$ cat src/qvt_pkg.sv
// Shared widths, register codes, item types and rounding for the vertex transform.
// Used by every module of the block; depends on nothing.
`default_nettype none
package qvt_pkg;
	localparam int COORD_BITS       = 24;
	localparam int MATRIX_FRAC_BITS = 16;
	localparam int QUAT_BITS        = 16;
	localparam int SCALE_BITS       = 16;
	localparam int SCALE_FRAC       = 8;
	localparam int OFFSET_BITS      = 24;
	localparam int CFG_IDX_BITS     = 4;
	localparam int CFG_DATA_BITS    = 48;

	localparam int PROD_BITS   = 2 * QUAT_BITS;
	localparam int NORM_BITS   = 2 * QUAT_BITS + 1;
	localparam int NUM_BITS    = NORM_BITS + 2;
	localparam int QUO_BITS    = MATRIX_FRAC_BITS + 1;
	localparam int DIVD_BITS   = NORM_BITS + QUO_BITS;
	localparam int MAT_BITS    = MATRIX_FRAC_BITS + 2;
	localparam int SPROD_BITS  = COORD_BITS + SCALE_BITS;
	localparam int SCALED_BITS = SPROD_BITS - SCALE_FRAC;
	localparam int RPROD_BITS  = MAT_BITS + SCALED_BITS;
	localparam int ACC_BITS    = RPROD_BITS + 2;
	localparam int ROT_BITS    = ACC_BITS - MATRIX_FRAC_BITS + 1;
	localparam int SUM_BITS    = ROT_BITS + 1;

	localparam int QDEPTH     = 4;
	localparam int QPTR_BITS  = $clog2(QDEPTH);
	localparam int QCNT_BITS  = $clog2(QDEPTH + 1);
	localparam int ODEPTH     = 4;
	localparam int OPTR_BITS  = $clog2(ODEPTH);
	localparam int OCNT_BITS  = $clog2(ODEPTH + 1);

	localparam logic signed [COORD_BITS-1:0] COORD_MAX =
		COORD_BITS'((64'sd1 <<< (COORD_BITS - 1)) - 64'sd1);
	localparam logic signed [COORD_BITS-1:0] COORD_MIN = ~COORD_MAX;
	localparam logic signed [SUM_BITS-1:0] SAT_HI = SUM_BITS'(COORD_MAX);
	localparam logic signed [SUM_BITS-1:0] SAT_LO = SUM_BITS'(COORD_MIN);

	localparam logic [CFG_DATA_BITS-1:0] SCALE_RESET = 48'h0100_0100_0100;
	localparam logic signed [QUAT_BITS-1:0] QUAT_W_RESET = 16'sd16384;

	localparam logic [CFG_IDX_BITS-1:0] REG_QUAT_X   = 4'd0;
	localparam logic [CFG_IDX_BITS-1:0] REG_QUAT_Y   = 4'd1;
	localparam logic [CFG_IDX_BITS-1:0] REG_QUAT_Z   = 4'd2;
	localparam logic [CFG_IDX_BITS-1:0] REG_QUAT_W   = 4'd3;
	localparam logic [CFG_IDX_BITS-1:0] REG_SCALE    = 4'd4;
	localparam logic [CFG_IDX_BITS-1:0] REG_OFFSET_X = 4'd5;
	localparam logic [CFG_IDX_BITS-1:0] REG_OFFSET_Y = 4'd6;
	localparam logic [CFG_IDX_BITS-1:0] REG_OFFSET_Z = 4'd7;

	typedef logic [MAT_BITS-1:0] ment_t;
	typedef ment_t [8:0] matrix_t;

	typedef struct packed {
		logic signed [QUAT_BITS-1:0] x;
		logic signed [QUAT_BITS-1:0] y;
		logic signed [QUAT_BITS-1:0] z;
		logic signed [QUAT_BITS-1:0] w;
	} quat_t;

	typedef struct packed {
		logic [CFG_DATA_BITS-1:0]      scale;
		logic signed [OFFSET_BITS-1:0] ox;
		logic signed [OFFSET_BITS-1:0] oy;
		logic signed [OFFSET_BITS-1:0] oz;
	} xform_cfg_t;

	typedef struct packed {
		logic start;
		logic busy;
	} mat_ctrl_t;

	typedef struct packed {
		logic signed [SCALED_BITS-1:0] sx;
		logic signed [SCALED_BITS-1:0] sy;
		logic signed [SCALED_BITS-1:0] sz;
	} scaled_t;

	typedef struct packed {
		logic signed [COORD_BITS-1:0] x;
		logic signed [COORD_BITS-1:0] y;
		logic signed [COORD_BITS-1:0] z;
		logic                         clip;
	} result_t;

	function automatic logic signed [63:0] round_shift(input logic signed [63:0] v,
		input int unsigned sh);
		logic [63:0] mag;
		logic [63:0] r;
		mag = v[63] ? (~v + 64'd1) : v;
		r = (mag + (64'd1 << (sh - 1))) >> sh;
		return v[63] ? -$signed(r) : $signed(r);
	endfunction
endpackage
`default_nettype wire

$ cat src/qvt_front.sv
// Front end: configuration registers, item intake and per-axis scaling.
// Depends on qvt_pkg; feeds the item queue and starts the matrix builder.
`default_nettype none
module qvt_front import qvt_pkg::*; (
	input  wire logic                          clk,
	input  wire logic                          arst_n,
	input  wire logic                          push,
	output logic                               full,
	input  wire logic signed [COORD_BITS-1:0]  vertex_x,
	input  wire logic signed [COORD_BITS-1:0]  vertex_y,
	input  wire logic signed [COORD_BITS-1:0]  vertex_z,
	input  wire logic                          cfg_valid,
	input  wire logic [CFG_IDX_BITS-1:0]       cfg_index,
	input  wire logic [CFG_DATA_BITS-1:0]      cfg_data,
	input  wire logic                          busy,
	output mat_ctrl_t                          mctl,
	output quat_t                              quat,
	output xform_cfg_t                         xcfg,
	output logic                               q_wr,
	output scaled_t                            q_data,
	input  wire logic                          q_full
);
	quat_t                        quat_q;
	xform_cfg_t                   xcfg_q;
	logic                         v_s1;
	logic signed [SPROD_BITS-1:0] p_s1 [3];
	logic                         adv, accept;

	assign accept = push && !full;
	assign adv    = !v_s1 || !q_full;
	assign full   = busy || (v_s1 && q_full);
	assign q_wr   = v_s1 && !q_full;
	assign mctl.busy  = busy;
	assign mctl.start = cfg_valid
		&& (cfg_index inside {REG_QUAT_X, REG_QUAT_Y, REG_QUAT_Z, REG_QUAT_W});

	always_ff @(posedge clk or negedge arst_n) begin
		if (!arst_n) begin
			quat_q <= '{x: '0, y: '0, z: '0, w: QUAT_W_RESET};
			xcfg_q <= '{scale: SCALE_RESET, ox: '0, oy: '0, oz: '0};
			v_s1   <= 1'b0;
		end else begin
			if (cfg_valid) begin
				case (cfg_index)
					REG_QUAT_X:   quat_q.x <= cfg_data[QUAT_BITS-1:0];
					REG_QUAT_Y:   quat_q.y <= cfg_data[QUAT_BITS-1:0];
					REG_QUAT_Z:   quat_q.z <= cfg_data[QUAT_BITS-1:0];
					REG_QUAT_W:   quat_q.w <= cfg_data[QUAT_BITS-1:0];
					REG_SCALE:    xcfg_q.scale <= cfg_data;
					REG_OFFSET_X: xcfg_q.ox <= cfg_data[OFFSET_BITS-1:0];
					REG_OFFSET_Y: xcfg_q.oy <= cfg_data[OFFSET_BITS-1:0];
					REG_OFFSET_Z: xcfg_q.oz <= cfg_data[OFFSET_BITS-1:0];
					default: ;
				endcase
			end
			if (adv) v_s1 <= accept;
		end
	end

	always_ff @(posedge clk) begin
		if (adv && accept) begin
			p_s1[0] <= vertex_x * $signed(xcfg_q.scale[SCALE_BITS-1:0]);
			p_s1[1] <= vertex_y * $signed(xcfg_q.scale[2*SCALE_BITS-1:SCALE_BITS]);
			p_s1[2] <= vertex_z * $signed(xcfg_q.scale[3*SCALE_BITS-1:2*SCALE_BITS]);
		end
	end

	assign q_data.sx = SCALED_BITS'(round_shift(64'(p_s1[0]), SCALE_FRAC));
	assign q_data.sy = SCALED_BITS'(round_shift(64'(p_s1[1]), SCALE_FRAC));
	assign q_data.sz = SCALED_BITS'(round_shift(64'(p_s1[2]), SCALE_FRAC));
	assign quat = quat_q;
	assign xcfg = xcfg_q;
endmodule
`default_nettype wire

$ cat config.mk
export PLATFORM = sky130hd
export DESIGN_NAME = qvt_front
export DESIGN_NICKNAME = d
export VERILOG_FILES = /design/src/qvt_pkg.sv /design/src/qvt_front.sv
export SDC_FILE = /design/constraint.sdc
export NUM_CORES = 2
export LEC_CHECK = 0
export BUFFER_PORTS_ARGS = -buffer_cell sky130_fd_sc_hd__buf_2
export CORE_MARGIN = 4
export CORE_UTILIZATION = 60
export DETAILED_ROUTE_END_ITERATION = 12
export PLACE_DENSITY = 0.79
export SYNTH_ARGS = -nofsm -noshare
export SYNTH_HDL_FRONTEND = slang
export SYNTH_SLANG_ARGS = --single-unit
export TNS_END_PERCENT = 50
$ cat constraint.sdc
create_clock -name clk -period 12.1 [get_ports clk]
set_clock_uncertainty 0.2 [all_clocks]
set_input_delay 1.21 -clock clk [delete_from_list [all_inputs] [get_ports clk]]
set_output_delay 1.21 -clock clk [all_outputs]
set_load 0.05 [all_outputs]
==> flow_summary.yaml <==
critical_path:
  crit_type: "reg -> out"
  cp-end-kind: "output pin"
  cpMostUsedCell: "or4_1"
  crit_buf_inv: 1
  worstPathRequired_ns: 10.69
  crit_chain: "or4_1, nor4_1, and3_1, mux2_2, a222oi_1, o21ai_1, or4_1, nor3_1, nor2_1, or2_1, o31ai_1, xnor2_1, buf_2"
  cp-start-kind: "register"
  cp_max_fo: 14
  cp_slowest_stage_delay_ns: 0.88
  cp_slowest_cell: "a222oi_1"
  path_delay_family: "simple AND/OR/NAND/NOR gates"
  cp.arrival_ns: 6.71
timing:
  rsz0062_at_grt: "no"
  max_freq_mhz: 123
  fin_ws_ns: 3.98
  fin_setup_tns_ns: 0
  worst-slew-pin-transition_ns: 1.24
  hold_viol_final: 0
  setup_viol: 0
  period_needed_ns: 8.12
  report.final.slew_viol_count: 0
  worst_slew_margin_rel: 0.168
  period_share: 0.671
drt:
  wl_per_cell_um: 20.3
  dr.first_iter.drc_count: 3464
  via_per_inst: 5.82
  drt_wl_total_um: 165000
  antenna_left: 0
  route.detailed.drc: 0
  drtPass1Iterations: 6
  vias: 47397
global_routing:
  grt_antenna_before_repair: 11
  grt_usage: 0.314
  grt-ovfl-total: 0
  grt_pass1_wl_um: 266000
  first_global_vias: 49604
  grt_max_degree: 85
synth:
  async_reset_ff_frac: 0.607
  syn_area_mm2: 0.0606
  synth_edf_count: 120
  synth_seq_area_share: 0.136
  yosysUniqueCellTypes: 93
  yosys_warnings: 0
  synth_ff_type: "dfrtp_1"
  synth_cells: 6598
  syn_nets: 8150
  synth_area_per_cell_um2: 9.18
  ys_ff_latch: 305
layout:
  area_delta_synth_final_pct: 7.00
  layout_commonest_cell: "inv_1"
  seqCellArea_mm2: 0.00824
  drive_gt1_frac: 0.111
  multiInputGateArea_mm2: 0.0462
  fin_area_mm2: 0.0648
  nFillCells: 8107
  final_cell_mix: "1334 x inv_1, 1122 x fa_1, 803 x nand2_1, 487 x and2_1, 412 x buf_2"
  utilization: 0.647
  nNetsFinal: 8359
clock_tree:
  numClockSinks: 305
  cts_tree: "yes"
  path_clk_slew_ns: 0.06
  insertion_delay_ns: 0.59
  cts_resized: 0
  cts_hold_buf: 0
  postCtsSetupRepairBufs: 0
  root_buffer: "clkbuf_16"
  numCtsBuffers: 37
  htree_levels: 2
  clk_path_buf_depth: 3
flow_run:
  drv_cap: 0
placed_design:
  port_buffers: 413
  dp_hpwl_um: 129000
  dpl_cell_area_mm2: 0.0635
  place.gp.congestion: 0.963
  dp_slack_ns: 3.75
min_path:
  hold_path_class: "reg -> reg"
floorplanning:
  row_count: 116
  dieArea_mm2: 0.106
  die_h_um: 326
  initial_core_util: 0.605
  coreArea_mm2: 0.100
  die_x_um: 326
  io_pins: 414
run_status:
  status: "finished clean"
cell families (layout without fill, tap and decap cells):
kind of cell	Yosys count	count (layout)	synth area share
compound gates	665	665	0.0729
xor+xnor	374	374	0.0545
fa+ha+maj	1422	1422	0.433
buf+inv	1629	1867	0.101
flops	305	305	0.136
mux	210	210	0.0387
other cells	0	6	0
simple gates	1993	1993	0.164
state kept, by name (all words and copies together), names as in the netlist:
signal  cells
quat       64
p_s1      120
v_s1        1
xcfg      120
stage by stage:
stage,hold slack [ns],instances
finish,0.301,8140
global route,0.312,8136
CTS,0.301,8134
detailed placement,0.287,8066
global placement,0.282,8066
floorplan,0.268,6598
metal layers:
layer | routed length, um | vias up | global-route usage
li1 | - | 20920 | -
met5 | 63 | - | 0
met4 | 8310 | 10 | 0.133
met2 | 77300 | 2237 | 0.509
met1 | 63500 | 23720 | 0.408
met3 | 15800 | 510 | 0.0721
synth_stat cells (12+ instances only):
library cell	instances	area [um^2]
inv_1	1334	5010
fa_1	1122	22500
nand2_1	803	3010
and2_1	488	3050
ha_1	300	3750
clkbuf_1	274	1030
xnor2_1	260	2280
nor2_1	225	845
mux2_2	192	2160
dfrtp_1	181	4530
o21ai_0	155	776
a21oi_1	140	701
edfxtp_1	120	3600
xor2_1	112	981
nor3_1	77	385
nand3_1	66	330
a21o_1	65	488
nand2b_1	53	332
or3_1	47	294
o31ai_1	40	300
and3_1	36	225
nand4_1	34	213
nor4_1	31	194
a31oi_1	29	181
o21a_1	29	218
nor2b_1	25	156
or4_1	24	180
o21bai_1	19	143
or2_2	19	119
and4_1	18	158
mux2i_1	18	180
o22ai_1	17	106
a211oi_1	16	120
buf_1	12	45.0
o211ai_1	12	90.1
worst reg2reg max path, cell delays in order (launching register included):
cell and delay [ns]:
dfrtp_1 1.07, and2_1 0.30, fa_1 0.43, inv_1 0.08, fa_1 0.44, fa_1 0.51
inv_1 0.06, fa_1 0.49, fa_1 0.50, inv_1 0.05, fa_1 0.48, inv_1 0.05
ha_1 0.38, a21oi_1 0.22, nor2b_1 0.07, a41oi_1 0.17, o21ai_0 0.22, a31oi_1 0.31
nor2b_1 0.10, o31a_1 0.28, o41a_1 0.38, a41o_1 0.31, a211o_1 0.27, a21oi_1 0.18
xnor2_1 0.08
area by class of cell:
cell class	instances	share of cell area
timing repair buffer	462	0.0377
tap	1298	0.0251
inverter	1337	0.0774
clock buffer	47	0.0153
clock inverter	21	0.00400
antenna	6	0.000232
multi-input combinational	4664	0.713
sequential	305	0.127
path summary, 6_finish.rpt:
check	to	cells past startpoint	startpoint	slack, ns
worst max-delay path	q_data[62]	13	p_s1[0][50]$_DFFE_PP_	3.98
worst max register to register	p_s1[0][79]$_DFFE_PP_	24	xcfg[93]$_DFFE_PN0P_	4.22
min in group asynchronous	xcfg[12]$_DFFE_PN0P_	1	arst_n	0.51
worst min register to register	xcfg[63]$_DFFE_PN0P_	1	xcfg[63]$_DFFE_PN0P_	0.30
worst min-delay path	xcfg[63]$_DFFE_PN0P_	1	xcfg[63]$_DFFE_PN0P_	0.30
max in group asynchronous	quat[17]$_DFFE_PN0P_	3	arst_n	9.23
Power is not shown: default switching activity piles up to over one toggle a cycle in this logic, so the estimate is an artifact.
