**config.mk**
```make
export PLATFORM = sky130hd
export DESIGN_NAME = qvt_matrix
export DESIGN_NICKNAME = d
export VERILOG_FILES = /design/src/qvt_pkg.sv /design/src/qvt_matrix.sv
export SDC_FILE = /design/constraint.sdc
export NUM_CORES = 2
export LEC_CHECK = 0
export ABC_CLOCK_PERIOD_IN_PS = 25100
export BUFFER_PORTS_ARGS = -buffer_cell sky130_fd_sc_hd__buf_2
export CAP_MARGIN = 20
export CORE_MARGIN = 10
export CORE_UTILIZATION = 35
export CTS_BUF_LIST = sky130_fd_sc_hd__clkbuf_4
export CTS_CLUSTER_SIZE = 14
export DETAILED_ROUTE_END_ITERATION = 16
export PLACE_DENSITY = 0.47
export SLEW_MARGIN = 30
export SYNTH_ARGS = -nofsm -noshare
export SYNTH_HDL_FRONTEND = slang
export SYNTH_SLANG_ARGS = --single-unit
```
**constraint.sdc**
```tcl
create_clock -name clk -period 25.1 [get_ports clk]
set_clock_uncertainty 0.1 [all_clocks]
set_input_delay 1.255 -clock clk [delete_from_list [all_inputs] [get_ports clk]]
set_output_delay 1.255 -clock clk [all_outputs]
set_load 0.02 [all_outputs]
```
**src/qvt_pkg.sv**
```systemverilog
// Shared widths, register codes, item types and rounding for the vertex transform.
// Used by every module of the block; depends on nothing.
`default_nettype none
package qvt_pkg;
	localparam int COORD_BITS       = 24;
	localparam int MATRIX_FRAC_BITS = 16;
	localparam int QUAT_BITS        = 16;
	localparam int SCALE_BITS       = 16;
	localparam int SCALE_FRAC       = 8;
	localparam int OFFSET_BITS      = 24;
	localparam int CFG_IDX_BITS     = 4;
	localparam int CFG_DATA_BITS    = 48;

	localparam int PROD_BITS   = 2 * QUAT_BITS;
	localparam int NORM_BITS   = 2 * QUAT_BITS + 1;
	localparam int NUM_BITS    = NORM_BITS + 2;
	localparam int QUO_BITS    = MATRIX_FRAC_BITS + 1;
	localparam int DIVD_BITS   = NORM_BITS + QUO_BITS;
	localparam int MAT_BITS    = MATRIX_FRAC_BITS + 2;
	localparam int SPROD_BITS  = COORD_BITS + SCALE_BITS;
	localparam int SCALED_BITS = SPROD_BITS - SCALE_FRAC;
	localparam int RPROD_BITS  = MAT_BITS + SCALED_BITS;
	localparam int ACC_BITS    = RPROD_BITS + 2;
	localparam int ROT_BITS    = ACC_BITS - MATRIX_FRAC_BITS + 1;
	localparam int SUM_BITS    = ROT_BITS + 1;

	localparam int QDEPTH     = 4;
	localparam int QPTR_BITS  = $clog2(QDEPTH);
	localparam int QCNT_BITS  = $clog2(QDEPTH + 1);
	localparam int ODEPTH     = 4;
	localparam int OPTR_BITS  = $clog2(ODEPTH);
	localparam int OCNT_BITS  = $clog2(ODEPTH + 1);

	localparam logic signed [COORD_BITS-1:0] COORD_MAX =
		COORD_BITS'((64'sd1 <<< (COORD_BITS - 1)) - 64'sd1);
	localparam logic signed [COORD_BITS-1:0] COORD_MIN = ~COORD_MAX;
	localparam logic signed [SUM_BITS-1:0] SAT_HI = SUM_BITS'(COORD_MAX);
	localparam logic signed [SUM_BITS-1:0] SAT_LO = SUM_BITS'(COORD_MIN);

	localparam logic [CFG_DATA_BITS-1:0] SCALE_RESET = 48'h0100_0100_0100;
	localparam logic signed [QUAT_BITS-1:0] QUAT_W_RESET = 16'sd16384;

	localparam logic [CFG_IDX_BITS-1:0] REG_QUAT_X   = 4'd0;
	localparam logic [CFG_IDX_BITS-1:0] REG_QUAT_Y   = 4'd1;
	localparam logic [CFG_IDX_BITS-1:0] REG_QUAT_Z   = 4'd2;
	localparam logic [CFG_IDX_BITS-1:0] REG_QUAT_W   = 4'd3;
	localparam logic [CFG_IDX_BITS-1:0] REG_SCALE    = 4'd4;
	localparam logic [CFG_IDX_BITS-1:0] REG_OFFSET_X = 4'd5;
	localparam logic [CFG_IDX_BITS-1:0] REG_OFFSET_Y = 4'd6;
	localparam logic [CFG_IDX_BITS-1:0] REG_OFFSET_Z = 4'd7;

	typedef logic [MAT_BITS-1:0] ment_t;
	typedef ment_t [8:0] matrix_t;

	typedef struct packed {
		logic signed [QUAT_BITS-1:0] x;
		logic signed [QUAT_BITS-1:0] y;
		logic signed [QUAT_BITS-1:0] z;
		logic signed [QUAT_BITS-1:0] w;
	} quat_t;

	typedef struct packed {
		logic [CFG_DATA_BITS-1:0]      scale;
		logic signed [OFFSET_BITS-1:0] ox;
		logic signed [OFFSET_BITS-1:0] oy;
		logic signed [OFFSET_BITS-1:0] oz;
	} xform_cfg_t;

	typedef struct packed {
		logic start;
		logic busy;
	} mat_ctrl_t;

	typedef struct packed {
		logic signed [SCALED_BITS-1:0] sx;
		logic signed [SCALED_BITS-1:0] sy;
		logic signed [SCALED_BITS-1:0] sz;
	} scaled_t;

	typedef struct packed {
		logic signed [COORD_BITS-1:0] x;
		logic signed [COORD_BITS-1:0] y;
		logic signed [COORD_BITS-1:0] z;
		logic                         clip;
	} result_t;

	function automatic logic signed [63:0] round_shift(input logic signed [63:0] v,
		input int unsigned sh);
		logic [63:0] mag;
		logic [63:0] r;
		mag = v[63] ? (~v + 64'd1) : v;
		r = (mag + (64'd1 << (sh - 1))) >> sh;
		return v[63] ? -$signed(r) : $signed(r);
	endfunction
endpackage
`default_nettype wire

```
**src/qvt_matrix.sv**
```systemverilog
// Matrix builder: one shared multiplier for the quaternion products, then a
// single restoring divider reused for each entry. Depends on qvt_pkg.
`default_nettype none
module qvt_matrix import qvt_pkg::*; (
	input  wire logic      clk,
	input  wire logic      arst_n,
	input  wire quat_t     quat,
	input  wire logic      start,
	output logic           busy,
	output matrix_t        mat
);
	typedef enum logic [2:0] {ST_IDLE, ST_MUL, ST_NORM, ST_LOAD, ST_DIV, ST_STORE} state_t;

	localparam int P_XX = 0, P_YY = 1, P_ZZ = 2, P_WW = 3, P_XY = 4;
	localparam int P_ZW = 5, P_XZ = 6, P_YW = 7, P_YZ = 8, P_XW = 9;
	localparam ment_t ONE = MAT_BITS'(1) << MATRIX_FRAC_BITS;

	state_t                      state_q;
	logic [4:0]                  cnt_q;
	logic [3:0]                  ent_q;
	logic signed [PROD_BITS-1:0] prod_q [10];
	logic [NORM_BITS-1:0]        n2_q;
	logic [NORM_BITS-1:0]        rem_q;
	logic [QUO_BITS-1:0]         dlo_q;
	logic [QUO_BITS-1:0]         quo_q;
	logic                        neg_q;
	matrix_t                     mat_q;

	logic signed [QUAT_BITS-1:0] op_a, op_b;
	logic signed [PROD_BITS-1:0] prod;
	logic [NORM_BITS-1:0]        n2_sum;
	logic signed [NUM_BITS-1:0]  nn, num;
	logic [NORM_BITS-1:0]        mag;
	logic [DIVD_BITS-1:0]        divd;
	logic [NORM_BITS+1:0]        trial;
	logic                        ge;
	logic [MAT_BITS-1:0]         q_ext, ent_val;

	always_comb begin
		case (cnt_q[3:0])
			4'd0: begin op_a = quat.x; op_b = quat.x; end
			4'd1: begin op_a = quat.y; op_b = quat.y; end
			4'd2: begin op_a = quat.z; op_b = quat.z; end
			4'd3: begin op_a = quat.w; op_b = quat.w; end
			4'd4: begin op_a = quat.x; op_b = quat.y; end
			4'd5: begin op_a = quat.z; op_b = quat.w; end
			4'd6: begin op_a = quat.x; op_b = quat.z; end
			4'd7: begin op_a = quat.y; op_b = quat.w; end
			4'd8: begin op_a = quat.y; op_b = quat.z; end
			4'd9: begin op_a = quat.x; op_b = quat.w; end
			default: begin op_a = quat.x; op_b = quat.x; end
		endcase
		prod = op_a * op_b;
		n2_sum = NORM_BITS'(unsigned'(prod_q[P_XX])) + NORM_BITS'(unsigned'(prod_q[P_YY]))
			+ NORM_BITS'(unsigned'(prod_q[P_ZZ])) + NORM_BITS'(unsigned'(prod_q[P_WW]));
		nn = $signed({2'b00, n2_q});
		case (ent_q)
			4'd0: num = nn - ((NUM_BITS'(prod_q[P_YY]) + NUM_BITS'(prod_q[P_ZZ])) <<< 1);
			4'd1: num = (NUM_BITS'(prod_q[P_XY]) - NUM_BITS'(prod_q[P_ZW])) <<< 1;
			4'd2: num = (NUM_BITS'(prod_q[P_XZ]) + NUM_BITS'(prod_q[P_YW])) <<< 1;
			4'd3: num = (NUM_BITS'(prod_q[P_XY]) + NUM_BITS'(prod_q[P_ZW])) <<< 1;
			4'd4: num = nn - ((NUM_BITS'(prod_q[P_XX]) + NUM_BITS'(prod_q[P_ZZ])) <<< 1);
			4'd5: num = (NUM_BITS'(prod_q[P_YZ]) - NUM_BITS'(prod_q[P_XW])) <<< 1;
			4'd6: num = (NUM_BITS'(prod_q[P_XZ]) - NUM_BITS'(prod_q[P_YW])) <<< 1;
			4'd7: num = (NUM_BITS'(prod_q[P_YZ]) + NUM_BITS'(prod_q[P_XW])) <<< 1;
			4'd8: num = nn - ((NUM_BITS'(prod_q[P_XX]) + NUM_BITS'(prod_q[P_YY])) <<< 1);
			default: num = '0;
		endcase
		mag = num[NUM_BITS-1] ? NORM_BITS'(-num) : NORM_BITS'(num);
		divd = DIVD_BITS'({mag, {MATRIX_FRAC_BITS{1'b0}}}) + DIVD_BITS'(n2_q >> 1);
		trial = {1'b0, rem_q, dlo_q[QUO_BITS-1]} - {2'b00, n2_q};
		ge = !trial[NORM_BITS+1];
		q_ext = {1'b0, quo_q};
		ent_val = neg_q ? (~q_ext + MAT_BITS'(1)) : q_ext;
	end

	always_ff @(posedge clk or negedge arst_n) begin
		if (!arst_n) begin
			state_q <= ST_IDLE;
			cnt_q   <= '0;
			ent_q   <= '0;
			n2_q    <= '0;
			rem_q   <= '0;
			dlo_q   <= '0;
			quo_q   <= '0;
			neg_q   <= 1'b0;
			for (int i = 0; i < 10; i++) prod_q[i] <= '0;
			for (int i = 0; i < 9; i++) mat_q[i] <= (i % 4 == 0) ? ONE : '0;
		end else if (start) begin
			state_q <= ST_MUL;
			cnt_q   <= '0;
		end else begin
			case (state_q)
				ST_IDLE: ;
				ST_MUL: begin
					prod_q[cnt_q[3:0]] <= prod;
					cnt_q <= cnt_q + 5'd1;
					if (cnt_q == 5'd9) state_q <= ST_NORM;
				end
				ST_NORM: begin
					n2_q  <= n2_sum;
					ent_q <= '0;
					if (n2_sum == '0) begin
						for (int i = 0; i < 9; i++) mat_q[i] <= (i % 4 == 0) ? ONE : '0;
						state_q <= ST_IDLE;
					end else begin
						state_q <= ST_LOAD;
					end
				end
				ST_LOAD: begin
					rem_q   <= divd[DIVD_BITS-1:QUO_BITS];
					dlo_q   <= divd[QUO_BITS-1:0];
					neg_q   <= num[NUM_BITS-1];
					cnt_q   <= '0;
					state_q <= ST_DIV;
				end
				ST_DIV: begin
					rem_q <= ge ? trial[NORM_BITS-1:0]
						: {rem_q[NORM_BITS-2:0], dlo_q[QUO_BITS-1]};
					quo_q <= {quo_q[QUO_BITS-2:0], ge};
					dlo_q <= dlo_q << 1;
					cnt_q <= cnt_q + 5'd1;
					if (cnt_q == 5'(QUO_BITS - 1)) state_q <= ST_STORE;
				end
				ST_STORE: begin
					mat_q[ent_q] <= ent_val;
					ent_q <= ent_q + 4'd1;
					state_q <= (ent_q == 4'd8) ? ST_IDLE : ST_LOAD;
				end
				default: state_q <= ST_IDLE;
			endcase
		end
	end

	assign busy = (state_q != ST_IDLE);
	assign mat  = mat_q;
endmodule
`default_nettype wire

```
==> summary.md <==
| Metric | Value |
|---|---|
| Outcome | finished, final reports clean |
| Post-Synth Simple-Gate Area | 18.9% |
| Core area | 169000 um^2 |
| Final setup viols | 0 |
| Antenna-violating nets left | 0 |
| CP dominant cell by count | a21oi_1 |
| Register area share after synthesis | 25.0% |
| Final Hold Viols | 0 |
| Reg2Reg Setup Slack | 13.27 ns |
| Number of global-route vias before repair | 53.4k |
| Initial antenna violation count | 7 |
| Synthesized area per cell | 8.30 um^2 |
| First-pass GRT wire length | 351 mm |
| Number of synthesized flops with an enable pin | 0 |
| Vias per cell | 5.63 |
| Syn Inst Count | 7189 |
| Max clock buf depth | 3 |
| Final period util | 47.1% |
| Commonest non-fill, non-tap cells in the layout | 806 x nor2_1, 782 x nand2_1, 592 x dfrtp_1 |
| Drt wl/cell | 24.1 um |
| Layout filler cell count | 17.7k |
| Post-synthesis compound-gate area fraction | 20.4% |
| Worst-Skew Late Latency | 1.27 ns |
| Synth warn | 0 |
| Post-route DRC | 0 |
| Syn Nets | 8055 |
| Worst Path Required | 26.11 ns |
| NumNets Final | 8240 |
| #FFs+latches synth | 595 |
| Critical path's slowest cell | dfrtp_1 |
| Worst slew pin tran | 1.11 ns |
| GPL Wtd Cong | 0.987 |
| Post-DP HPWL | 185 mm |
| Largest family of logic cells by synthesized area | adder cells |
| DR iter-0 viols | 4865 |
| WL final | 235 mm |
| Worst-path clk slew | 0.07 ns |
| Synth Area in Adders | 21.0% |
| Crit-path max cell delay | 0.83 ns |
| Grt total ovfl | 0 |
| Root Driver | clkbuf_4 |
| # rows | 151 |
| Die X-Extent | 433 um |
| Netlist cell types | 111 |
| Pre-antenna DRT Iters | 6 |
| Headroom to the max-slew limit | 25.6% |
| Max Fclk | 84.5 MHz |
| GRT Resource Usage Total | 24.5% |
| Layout cells sized above 1 | 13.2% |
| Most used flip-flop cell after synthesis | dfrtp_1 |
| Synthesized area | 59700 um^2 |
| Critical Path AT | 12.84 ns |
| Xor/xnor cell area share of the yosys netlist | 4.37% |
| Tmin final | 11.83 ns |
| Resized Gates After CTS | 0 |
| CTS tree | yes |
| Asr flop ratio synth | 100% |
| CTS H-tree depth | 4 |
| Starting Density | 35.2% |
| Crit Path Max Fanout | 35 |
| Port bufs | 229 |
| CP startpoint kind | flop |
| # IOs | 230 |
| Height of the die | 433 um |
| Setup Total Neg Slack | 0 ns |
| RSZ-0062 raised after global routing | no |
| Worst hold path class | flop to flop |
| Max_cap viols | 0 |
| Clk sinks | 595 |
| Crit Path Class | flop to flop |
| Leading cell type in the layout, fill and taps excluded | nor2_1 |
| CP Capture Type | flop |
| Via count | 54.9k |
| Area Overhead vs Synth | 10.7% |
| Pin count of the biggest net entering global routing | 161 |
| Final Max Tran Viols | 0 |
| Num CTS Buffers | 178 |
| Die area | 187000 um^2 |
| Post-synthesis mux area share | 4.40% |
## logic make-up (layout without fill, tap and decap cells)
group	Yosys count	count (layout)
flops	595	595
other cells	0	5
compound gates	1895	1895
xor+xnor	295	295
buf+inv	926	1255
simple gates	2440	2440
mux	239	239
fa+ha+maj	799	799
## cell usage after synthesis, types with 21 or more instances
cell	instances	share of area [%]
nor2_1	809	5.1
nand2_1	790	5.0
dfrtp_1	592	25
inv_1	560	3.5
a21oi_1	549	4.6
ha_1	462	9.7
o21ai_0	446	3.7
fa_1	337	11
clkbuf_1	286	1.8
xnor2_1	196	2.9
mux2_2	185	3.5
nor3_1	140	1.2
nand3_1	117	0.98
a21o_1	109	1.4
nand2b_1	97	1.0
xor2_1	96	1.4
nor2b_1	81	0.85
a31oi_1	69	0.72
nor4_1	63	0.66
nand4_1	62	0.65
o21a_1	62	0.78
a211oi_1	60	0.76
mux2i_1	53	0.89
o31ai_1	53	0.67
o211ai_1	50	0.63
and2_1	48	0.50
o21bai_1	46	0.58
o21ai_1	45	0.38
or3_1	42	0.44
and3_1	39	0.41
buf_2	37	0.31
a221oi_1	34	0.50
buf_1	28	0.18
o22ai_1	26	0.27
a221o_1	24	0.40
or2_2	23	0.24
nand3b_1	21	0.26
or4_1	21	0.26
## through the flow
stage	util, %	cell area, um^2	hold slack (ns)	setup WS [ns]	instances
2_1_floorplan	-	59700	0.350	14.53	7189
3_3_place_gp	37.4	63400	0.369	13.56	9409
3_5_place_dp	37.5	63500	0.371	13.43	9409
4_1_cts	38.9	65900	0.257	13.39	9734
5_1_grt	39.0	66100	0.328	12.41	9740
6_report	39.0	66100	0.379	13.27	9741
## worst max-delay path, delay by kind of cell, from the launching register on
family	cells	cell delay, ns
compound gates	31	7.33
simple gates	8	1.36
flops	1	0.83
fa+ha+maj	3	0.79
buf+inv	2	0.66
mux	1	0.40
xor+xnor	1	0.19
## layer usage
metal | track usage, % | vias to the layer above | part of all wire [%]
met5 | 0 | - | 0
met4 | 9.25 | 0 | 4.0
met3 | 3.66 | 355 | 6.0
met2 | 39.4 | 1888 | 45
met1 | 33.0 | 27000 | 45
li1 | - | 25600 | -
## cell type report
| class | instances | area [um^2] | share of cell area [%] |
|---|---|---|---|
| multi-input combinational | 5668 | 41600 | 63.1 |
| sequential | 595 | 14900 | 22.5 |
| tap | 2218 | 2780 | 4.20 |
| timing repair buffer | 361 | 2190 | 3.32 |
| inverter | 570 | 2140 | 3.24 |
| clock buffer | 267 | 2000 | 3.03 |
| clock inverter | 57 | 385 | 0.583 |
| antenna | 5 | 12.5 | 0.0189 |
## path summary, 6_finish.rpt
| kind | cells past startpoint | end | start |
|---|---|---|---|
| min | 2 | prod_q[223]$_DFFE_PN0P_ | prod_q[223]$_DFFE_PN0P_ |
| max reg2reg | 46 | rem_q[20]$_DFFE_PN0P_ | ent_q[2]$_DFFE_PN0P_ |
| min reg2reg | 2 | prod_q[223]$_DFFE_PN0P_ | prod_q[223]$_DFFE_PN0P_ |
| max in group asynchronous | 6 | mat[16]$_DFFE_PN1P_ | arst_n |
| min in group asynchronous | 2 | prod_q[34]$_DFFE_PN0P_ | arst_n |
| max | 46 | rem_q[20]$_DFFE_PN0P_ | ent_q[2]$_DFFE_PN0P_ |
## registers in the layout, summed over array words and instances, names as in the netlist, 3 cells and up
name     count
state_q      3
dlo_q       17
rem_q       33
quo_q       17
cnt_q        5
prod_q     320
n2_q        33
ent_q        4
mat        162
## what timing repair did
action                     4_1_cts  5_1_grt
hold buffers                     1        0
hold endpoints to repair        69        0
buffers inserted                 0        0
setup endpoints to repair        0        0
Power is left out: the tool's default activity adds up to more than one toggle a clock period on the data nets, which glitch-free logic cannot reach.
