==> config.mk <==
export PLATFORM = sky130hd
export DESIGN_NAME = qvt_queue
export DESIGN_NICKNAME = d
export VERILOG_FILES = /design/src/qvt_pkg.sv /design/src/qvt_queue.sv
export SDC_FILE = /design/constraint.sdc
export NUM_CORES = 1
export LEC_CHECK = 0
export BUFFER_PORTS_ARGS = -buffer_cell sky130_fd_sc_hd__buf_2
export CAP_MARGIN = 25
export CORE_ASPECT_RATIO = 1.2
export CORE_MARGIN = 4
export CORE_UTILIZATION = 30
export DETAILED_ROUTE_END_ITERATION = 10
export SLEW_MARGIN = 30
export SYNTH_ARGS = -nofsm -noshare
export SYNTH_HDL_FRONTEND = slang
export SYNTH_SLANG_ARGS = --single-unit
export TNS_END_PERCENT = 30
==> constraint.sdc <==
create_clock -name clk -period 3.75 [get_ports clk]
set_clock_uncertainty 0.05 [all_clocks]
set_input_delay 0.375 -clock clk [delete_from_list [all_inputs] [get_ports clk]]
set_output_delay 0.375 -clock clk [all_outputs]
set_load 0.05 [all_outputs]
==> src/qvt_pkg.sv <==
// Shared widths, register codes, item types and rounding for the vertex transform.
// Used by every module of the block; depends on nothing.
`default_nettype none
package qvt_pkg;
	localparam int COORD_BITS       = 24;
	localparam int MATRIX_FRAC_BITS = 16;
	localparam int QUAT_BITS        = 16;
	localparam int SCALE_BITS       = 16;
	localparam int SCALE_FRAC       = 8;
	localparam int OFFSET_BITS      = 24;
	localparam int CFG_IDX_BITS     = 4;
	localparam int CFG_DATA_BITS    = 48;

	localparam int PROD_BITS   = 2 * QUAT_BITS;
	localparam int NORM_BITS   = 2 * QUAT_BITS + 1;
	localparam int NUM_BITS    = NORM_BITS + 2;
	localparam int QUO_BITS    = MATRIX_FRAC_BITS + 1;
	localparam int DIVD_BITS   = NORM_BITS + QUO_BITS;
	localparam int MAT_BITS    = MATRIX_FRAC_BITS + 2;
	localparam int SPROD_BITS  = COORD_BITS + SCALE_BITS;
	localparam int SCALED_BITS = SPROD_BITS - SCALE_FRAC;
	localparam int RPROD_BITS  = MAT_BITS + SCALED_BITS;
	localparam int ACC_BITS    = RPROD_BITS + 2;
	localparam int ROT_BITS    = ACC_BITS - MATRIX_FRAC_BITS + 1;
	localparam int SUM_BITS    = ROT_BITS + 1;

	localparam int QDEPTH     = 4;
	localparam int QPTR_BITS  = $clog2(QDEPTH);
	localparam int QCNT_BITS  = $clog2(QDEPTH + 1);
	localparam int ODEPTH     = 4;
	localparam int OPTR_BITS  = $clog2(ODEPTH);
	localparam int OCNT_BITS  = $clog2(ODEPTH + 1);

	localparam logic signed [COORD_BITS-1:0] COORD_MAX =
		COORD_BITS'((64'sd1 <<< (COORD_BITS - 1)) - 64'sd1);
	localparam logic signed [COORD_BITS-1:0] COORD_MIN = ~COORD_MAX;
	localparam logic signed [SUM_BITS-1:0] SAT_HI = SUM_BITS'(COORD_MAX);
	localparam logic signed [SUM_BITS-1:0] SAT_LO = SUM_BITS'(COORD_MIN);

	localparam logic [CFG_DATA_BITS-1:0] SCALE_RESET = 48'h0100_0100_0100;
	localparam logic signed [QUAT_BITS-1:0] QUAT_W_RESET = 16'sd16384;

	localparam logic [CFG_IDX_BITS-1:0] REG_QUAT_X   = 4'd0;
	localparam logic [CFG_IDX_BITS-1:0] REG_QUAT_Y   = 4'd1;
	localparam logic [CFG_IDX_BITS-1:0] REG_QUAT_Z   = 4'd2;
	localparam logic [CFG_IDX_BITS-1:0] REG_QUAT_W   = 4'd3;
	localparam logic [CFG_IDX_BITS-1:0] REG_SCALE    = 4'd4;
	localparam logic [CFG_IDX_BITS-1:0] REG_OFFSET_X = 4'd5;
	localparam logic [CFG_IDX_BITS-1:0] REG_OFFSET_Y = 4'd6;
	localparam logic [CFG_IDX_BITS-1:0] REG_OFFSET_Z = 4'd7;

	typedef logic [MAT_BITS-1:0] ment_t;
	typedef ment_t [8:0] matrix_t;

	typedef struct packed {
		logic signed [QUAT_BITS-1:0] x;
		logic signed [QUAT_BITS-1:0] y;
		logic signed [QUAT_BITS-1:0] z;
		logic signed [QUAT_BITS-1:0] w;
	} quat_t;

	typedef struct packed {
		logic [CFG_DATA_BITS-1:0]      scale;
		logic signed [OFFSET_BITS-1:0] ox;
		logic signed [OFFSET_BITS-1:0] oy;
		logic signed [OFFSET_BITS-1:0] oz;
	} xform_cfg_t;

	typedef struct packed {
		logic start;
		logic busy;
	} mat_ctrl_t;

	typedef struct packed {
		logic signed [SCALED_BITS-1:0] sx;
		logic signed [SCALED_BITS-1:0] sy;
		logic signed [SCALED_BITS-1:0] sz;
	} scaled_t;

	typedef struct packed {
		logic signed [COORD_BITS-1:0] x;
		logic signed [COORD_BITS-1:0] y;
		logic signed [COORD_BITS-1:0] z;
		logic                         clip;
	} result_t;

	function automatic logic signed [63:0] round_shift(input logic signed [63:0] v,
		input int unsigned sh);
		logic [63:0] mag;
		logic [63:0] r;
		mag = v[63] ? (~v + 64'd1) : v;
		r = (mag + (64'd1 << (sh - 1))) >> sh;
		return v[63] ? -$signed(r) : $signed(r);
	endfunction
endpackage
`default_nettype wire

==> src/qvt_queue.sv <==
// Short item queue between the front end and the rotation pipeline.
// Depends on qvt_pkg.
`default_nettype none
module qvt_queue import qvt_pkg::*; (
	input  wire logic    clk,
	input  wire logic    arst_n,
	input  wire logic    wr,
	input  wire scaled_t wdata,
	output logic         full,
	input  wire logic    rd,
	output scaled_t      rdata,
	output logic         empty
);
	scaled_t              mem_q [QDEPTH];
	logic [QPTR_BITS-1:0] wptr_q, rptr_q;
	logic [QCNT_BITS-1:0] cnt_q;

	always_ff @(posedge clk or negedge arst_n) begin
		if (!arst_n) begin
			wptr_q <= '0;
			rptr_q <= '0;
			cnt_q  <= '0;
		end else begin
			if (wr) wptr_q <= wptr_q + 1'b1;
			if (rd) rptr_q <= rptr_q + 1'b1;
			cnt_q <= cnt_q + QCNT_BITS'(wr) - QCNT_BITS'(rd);
		end
	end

	always_ff @(posedge clk) begin
		if (wr) mem_q[wptr_q] <= wdata;
	end

	assign rdata = mem_q[rptr_q];
	assign full  = (cnt_q == QCNT_BITS'(QDEPTH));
	assign empty = (cnt_q == '0);
endmodule
`default_nettype wire

==> summary.md, run 1 <==
| Metric | Value |
|---|---|
| Die area | `51000 um2` |
| Synthesized area | `14200 um2` |
| Detailed Route Iter0 Violations | `298` |
| RSZ-0062 raised after global routing | `no` |
| Placer Congestion | `0.686` |
| Grt met1 use | `13.9%` |
| Peak supply drop | `0.000526 V` |
| Critical path's top delay family | `flip-flops` |
| Post-Route WL | `29300 um` |
| FF-to-FF setup slack | `1.65 ns` |
| HPWL after DPL | `17400 um` |
| Overall Global Routing Usage | `11.4%` |
| Synth top cells by count | `384 x edfxtp_1, 96 x mux4_2, 12 x buf_2` |
| Setup ws final | `0.785 ns` |
| Total Power | `15.8 mW` |
| Vias in the first global route | `7450` |
| Worst-path fanout max | `24` |
| RR Endpoint | `mem_q[0][56]$_DFFE_PP_` |
| ANT nets after route | `0` |
| Worst r2r src | `wptr_q[0]$_DFFE_PN0P_` |
| Grt met2 use | `19.7%` |
| Hold Crit Depth | `1` |
| Pre-antenna DRT Iters | `4` |
| Total CTS buffers | `40` |
| Placed Cells | `1346` |
| Root buffer cell | `clkbuf_16` |
| Layout Cells excl Fill | `1516` |
| Most used standard cell by instance count after synthesis | `edfxtp_1` |
| Post-synth EDFFs | `384` |
| Fin. max-slew vios | `0` |
| Vias | `6702` |
| Initial core utilization | `30.3%` |
| WP buf/inv | `2` |
| Postcts setup bufs | `0` |
| CTS tree | `done` |
| Crit path largest cell delay | `0.77 ns` |
| Max Cap Viol | `0` |
| CP required | `3.32 ns` |
| Syn Inst Count | `536` |
| Synth-to-layout area growth | `28.6%` |
| Clock Latency Late Sink | `0.53 ns` |
| Worst Setup End Kind | `primary output` |
| Hold_buf cts | `97` |
| Post-route clock period utilization | `79.1%` |
| YS warnings | `0` |
| Worst-path clk slew | `0.06 ns` |
| Crit path kind | `reg2out` |
| Top FF cell, synth | `edfxtp_1` |
| Largest net degree at the start of global routing | `59` |
| Startpoint type of the worst setup path | `register` |
| Distinct cell type count after synthesis | `18` |
| Hold/Removal Path Class | `in2reg` |
| CP max-delay cell | `dfrtp_4` |
| Initial antenna violation count | `5` |
| Std-Cell Rows | `87` |
| Setup slack after placement | `1.26 ns` |
| Global route total overflow | `0` |
| Largest cells by area after synthesis | `edfxtp_1 81%, mux4_2 15%, dfrtp_1 1.2%, ha_1 0.53%, buf_2 0.42%` |
| Vias/cell | `4.42` |
| Status | `completed` |
| Final nets | `969` |
| Measured slew at the worst slew-check pin | `0.775 ns` |
| IO Port Bufs | `197` |
| Setup Viol. Count Final | `0` |
| Fin crit period | `2.96 ns` |
| Proportion of layout cells with a drive suffix above 1 | `41.2%` |
| Fmax | `337 MHz` |
| Synthesized area per cell | `26.5 um2` |
| Core ar. | `46900 um2` |
| M3 GR Usage | `3.28%` |
| First-pass GRT wire length | `44000 um` |
| WL/cell | `19.3 um` |
| Post-synth top area cell | `edfxtp_1` |
| Relative slew slack | `48.3%` |
| Hold EP | `mem_q[2][5]$_DFFE_PP_` |
| Sink Count | `391` |
| Worst Min Path Start | `wdata[5]` |
| CTS resizes | `0` |
| # DRC | `0` |
| Final Hold Fails | `0` |
| Crit path DAT | `2.54 ns` |
| Worst Reg-to-Reg Cells | `4` |
| GR peak layer | `met2` |
| Crit-path cells | `buf_4 > mux4_2 > buf_2` |
| Sequential element share of the synthesized area | `82.3%` |
| FF+latch count, synth | `391` |
| Fraction of registers with async set/reset | `1.79%` |
| Die Y | `246 um` |
| Pwr per Cell Area | `864 nW/um2` |
| Synthesized net count | `643` |
| IO Pins | `198` |
| Setup tns final | `0 ns` |
| Die W | `207 um` |
| H-tree depth | `2` |
| Synth top area share | `81.1%` |
| Bufs on Longest Clock Path | `3` |
| Leakage | `6.23 nW` |
## cell usage in the layout, fill, tap and decap left out, types with 3 or more instances in the layout
cell and instances:
xnor2_1 3, dfrtp_1 5, clkinv_1 5, edfxtp_1 384
ha_1 6, clkbuf_16 41, bufinv_16 3, dlygate4sd3_1 97
clkbuf_1 9, buf_2 197, mux4_2 96, inv_1 6
buf_4 5, diode_2 3, inv_6 3, and2_4 4
clkinv_2 4, buf_12 7
## per-stage QoR
stage,hold slack (ns),util [%],instance area [um2]
after floorplan,0.0294,-,14200
after global routing,0.0257,39.0,18300
after global placement,0.177,34.2,16000
after CTS,0.00332,39.0,18300
final,0.0566,39.0,18300
after detailed placement,0.177,34.2,16000
## logic make-up after synthesis
kind of cell | count (synthesis) | share of synthesized area [%]
flip-flops | 391 | 82.3
multiplexers | 96 | 15.2
buffers and inverters | 28 | 1.14
XOR/XNOR | 5 | 0.308
adder cells (fa/ha/maj) | 7 | 0.669
AO/OA/AOI/OAI | 1 | 0.0352
AND/OR/NAND/NOR | 8 | 0.308
## flip-flops by register name (all words and copies together) (netlist names)
register / count
cnt_q: 3
rptr_q: 2
wptr_q: 2
mem_q: 384
## routing by layer
metal	part of all wire (%)	wire, um
met5	0.092	27
met1	41	11900
met2	50	14700
met4	2.7	805
met3	6.3	1830
## layout make-up
cell class	count	area (um2)
clock buffers	52	1090
inverters	6	22.5
well taps	623	779
flip-flops and latches	391	11700
multi-input cells	117	2360
fillers	4143	28600
repair buffers	306	2130
diodes	3	7.51
clock inverters	18	179
## worst max-delay path by stage
| stage | startpoint | endpoint | slack [ns] | cells past startpoint |
|---|---|---|---|---|
| floorplan | wptr_q[0]$_DFFE_PN0P_ | mem_q[0][0]$_DFFE_PP_ | 0.39 | 3 |
| global placement | rptr_q[0]$_DFFE_PN0P_ | rdata[0] | 1.31 | 3 |
| detailed placement | rptr_q[0]$_DFFE_PN0P_ | rdata[3] | 1.26 | 3 |
| CTS | rptr_q[0]$_DFFE_PN0P_ | rdata[50] | 0.65 | 3 |
| global route | rptr_q[0]$_DFFE_PN0P_ | rdata[56] | 0.60 | 3 |
| finish | rptr_q[0]$_DFFE_PN0P_ | rdata[50] | 0.79 | 3 |
## worst register-to-register path: stages, from the launching register on
cell and delay [ns]:
dfrtp_1 0.42, inv_1 0.10, ha_1 0.14, and2_4 0.56, buf_12 0.45
## where the power goes
group | switching (mW) | internal (mW)
Combinational | 4.04 | 1.82
Clock | 1.59 | 2.26
Sequential | 0.365 | 5.72
Power figures use the tool's default switching activity.
==> inputs of run 2 (changes only) <==
==> constraint.sdc (replaced) <==
create_clock -name clk -period 2.9 [get_ports clk]
set_clock_uncertainty 0.05 [all_clocks]
set_input_delay 0.29 -clock clk [delete_from_list [all_inputs] [get_ports clk]]
set_output_delay 0.29 -clock clk [all_outputs]
set_load 0.05 [all_outputs]
==> run 2 against run 1 <==
  * First-iteration DRC count grew 1.3%
  * Design area grew 0.60%
  * Core utilization grew 0.23 points
  * Sequential share of layout area shrank 0.38 points
  * Setup slack lost 0.47 ns
  * Hold slack gained 0.039 ns
  * Count of clock-buffer cells in the layout shrank 8
  * Largest cell class unchanged
==> summary.md, run 2 (synthesis results as in run 1) <==
| Metric | Value |
|---|---|
| Pre-antenna DRT Iters | `4` |
| Overall Global Routing Usage | `11.7%` |
| IO Pins | `198` |
| CTS tree | `done` |
| Leakage | `6.29 nW` |
| Initial core utilization | `30.3%` |
| Critical Path Source | `rptr_q[0]$_DFFE_PN0P_` |
| Post-Route WL | `29200 um` |
| Worst-path fanout max | `42` |
| Setup slack after placement | `0.812 ns` |
| Clock Latency Late Sink | `0.53 ns` |
| Top flop regs | `mem_q: 384 flops, cnt_q: 3 flops` |
| Final nets | `973` |
| FF-to-FF setup slack | `1.08 ns` |
| Setup ws final | `0.314 ns` |
| WL/cell | `19.3 um` |
| Dpl cell area | `16100 um2` |
| Crit path kind | `reg2out` |
| Biggest register | `mem_q` |
| Setup Viol. Count Final | `0` |
| H-tree depth | `2` |
| Fmax | `387 MHz` |
| Most common cell after layout, fill and taps aside | `edfxtp_1` |
| RSZ-0062 raised after global routing | `no` |
| Pwr per Cell Area | `1130 nW/um2` |
| Worst Reg-to-Reg Cells | `4` |
| Fin. max-slew vios | `0` |
| Bufs on Longest Clock Path | `3` |
| CTS resizes | `0` |
| Worst-path clk slew | `0.07 ns` |
| Design area | `18400 um2` |
| Post-route clock period utilization | `89.2%` |
| Vias in the first global route | `7474` |
| Synth-to-layout area growth | `29.4%` |
| Core ar. | `46900 um2` |
| Commonest cells after routing, fill and taps aside | `384 x edfxtp_1, 197 x buf_2, 99 x dlygate4sd3_1` |
| Measured slew at the worst slew-check pin | `0.717 ns` |
| GR peak layer | `met2` |
| Max reg flops | `384` |
| Total CTS buffers | `40` |
| CP required | `2.56 ns` |
| Final Hold Fails | `0` |
| Std-Cell Rows | `87` |
| Worst setup path end | `rdata[40]` |
| Die area | `51000 um2` |
| Global route total overflow | `0` |
| Grt met2 use | `19.5%` |
| Die Y | `246 um` |
| Placer Congestion | `0.686` |
| Status | `completed` |
| Crit path DAT | `2.25 ns` |
| Worst Setup End Kind | `primary output` |
| Grt met1 use | `14.9%` |
| Largest net degree at the start of global routing | `97` |
| ANT nets after route | `0` |
| Relative slew slack | `52.2%` |
| Fin crit period | `2.59 ns` |
| Sink Count | `391` |
| RR Endpoint | `mem_q[0][20]$_DFFE_PP_` |
| Startpoint type of the worst setup path | `register` |
| Vias | `6731` |
| Total Power | `20.8 mW` |
| Proportion of layout cells with a drive suffix above 1 | `41.4%` |
| M3 GR Usage | `2.98%` |
| # DRC | `0` |
| Vias/cell | `4.44` |
| Peak supply drop | `0.000668 V` |
| Detailed Route Iter0 Violations | `302` |
| IO Port Bufs | `197` |
| Initial antenna violation count | `2` |
| Max Cap Viol | `0` |
| First-pass GRT wire length | `44900 um` |
| Worst r2r src | `wptr_q[1]$_DFFE_PN0P_` |
| HPWL after DPL | `16600 um` |
| Hold/Removal Path Class | `in2async` |
| Root buffer cell | `clkbuf_16` |
| Die W | `207 um` |
==> run 2: cell types whose count changed in the layout (fill, tap and decap cells not counted), moves of 3 or more <==
cell	delta
clkbuf_1	-6
bufinv_16	+4
clkinv_1	+4
clkinv_2	+3
inv_6	-3
==> run 2: per-layer routing <==
metal  share of wire (%)  vias up
met3                 5.6       43
met4                 2.3        0
li1                    -     2975
met5                   0        -
met2                  50      168
met1                  42     3545
==> run 2: final cells by class <==
cell class              instances  area (um2)
flip-flops and latches        391       11700
inverters                       6        22.5
well taps                     623         779
clock inverters                25         295
diodes                          1        2.50
repair buffers                310        2180
clock buffers                  44        1040
fillers                      4159       28500
multi-input cells             117        2360
==> run 2: worst min-delay path by stage <==
| stage | slack (ns) | end | depth (start not counted) | from |
|---|---|---|---|---|
| 2_1_floorplan | -0.06 | cnt_q[0]$_DFF_PN0_ | 0 | arst_n |
| 3_3_place_gp | 0.12 | cnt_q[2]$_DFF_PN0_ | 1 | arst_n |
| 3_5_place_dp | 0.12 | cnt_q[0]$_DFF_PN0_ | 1 | arst_n |
| 4_1_cts | 0.05 | rptr_q[1]$_DFFE_PN0P_ | 2 | arst_n |
| 5_1_grt | 0.07 | rptr_q[1]$_DFFE_PN0P_ | 2 | arst_n |
| 6_report | 0.1 | rptr_q[1]$_DFFE_PN0P_ | 2 | arst_n |
==> run 2: stage by stage <==
stage	hold slack, ns	TNS (ns)	instances	utilization [%]
global placement	0.115	0	1348	34.2
floorplan	-0.0556	-77.19	536	-
CTS	0.0482	0	1516	39.2
global route	0.0702	0	1517	39.2
finish	0.0956	0	1517	39.2
detailed placement	0.120	0	1348	34.2
==> run 2: repair_timing <==
item                       CTS  global route
hold endpoints to repair   394             0
setup endpoints to repair    0             0
hold buffers                99             0
setup buffers                0             0
==> run 2: worst max-delay path, cell delays in order (launching register included) <==
cell and delay, ns:
dfrtp_4 0.45, buf_12 0.33, mux4_2 0.64, buf_2 0.25
==> run 2: power by group <==
part / internal, mW / total [mW] / switching (mW)
combinational: 2.38 / 7.86 / 5.49
clock: 3.19 / 5.21 / 2.02
sequential: 7.40 / 7.68 / 0.278
total: 13.0 / 20.8 / 7.79
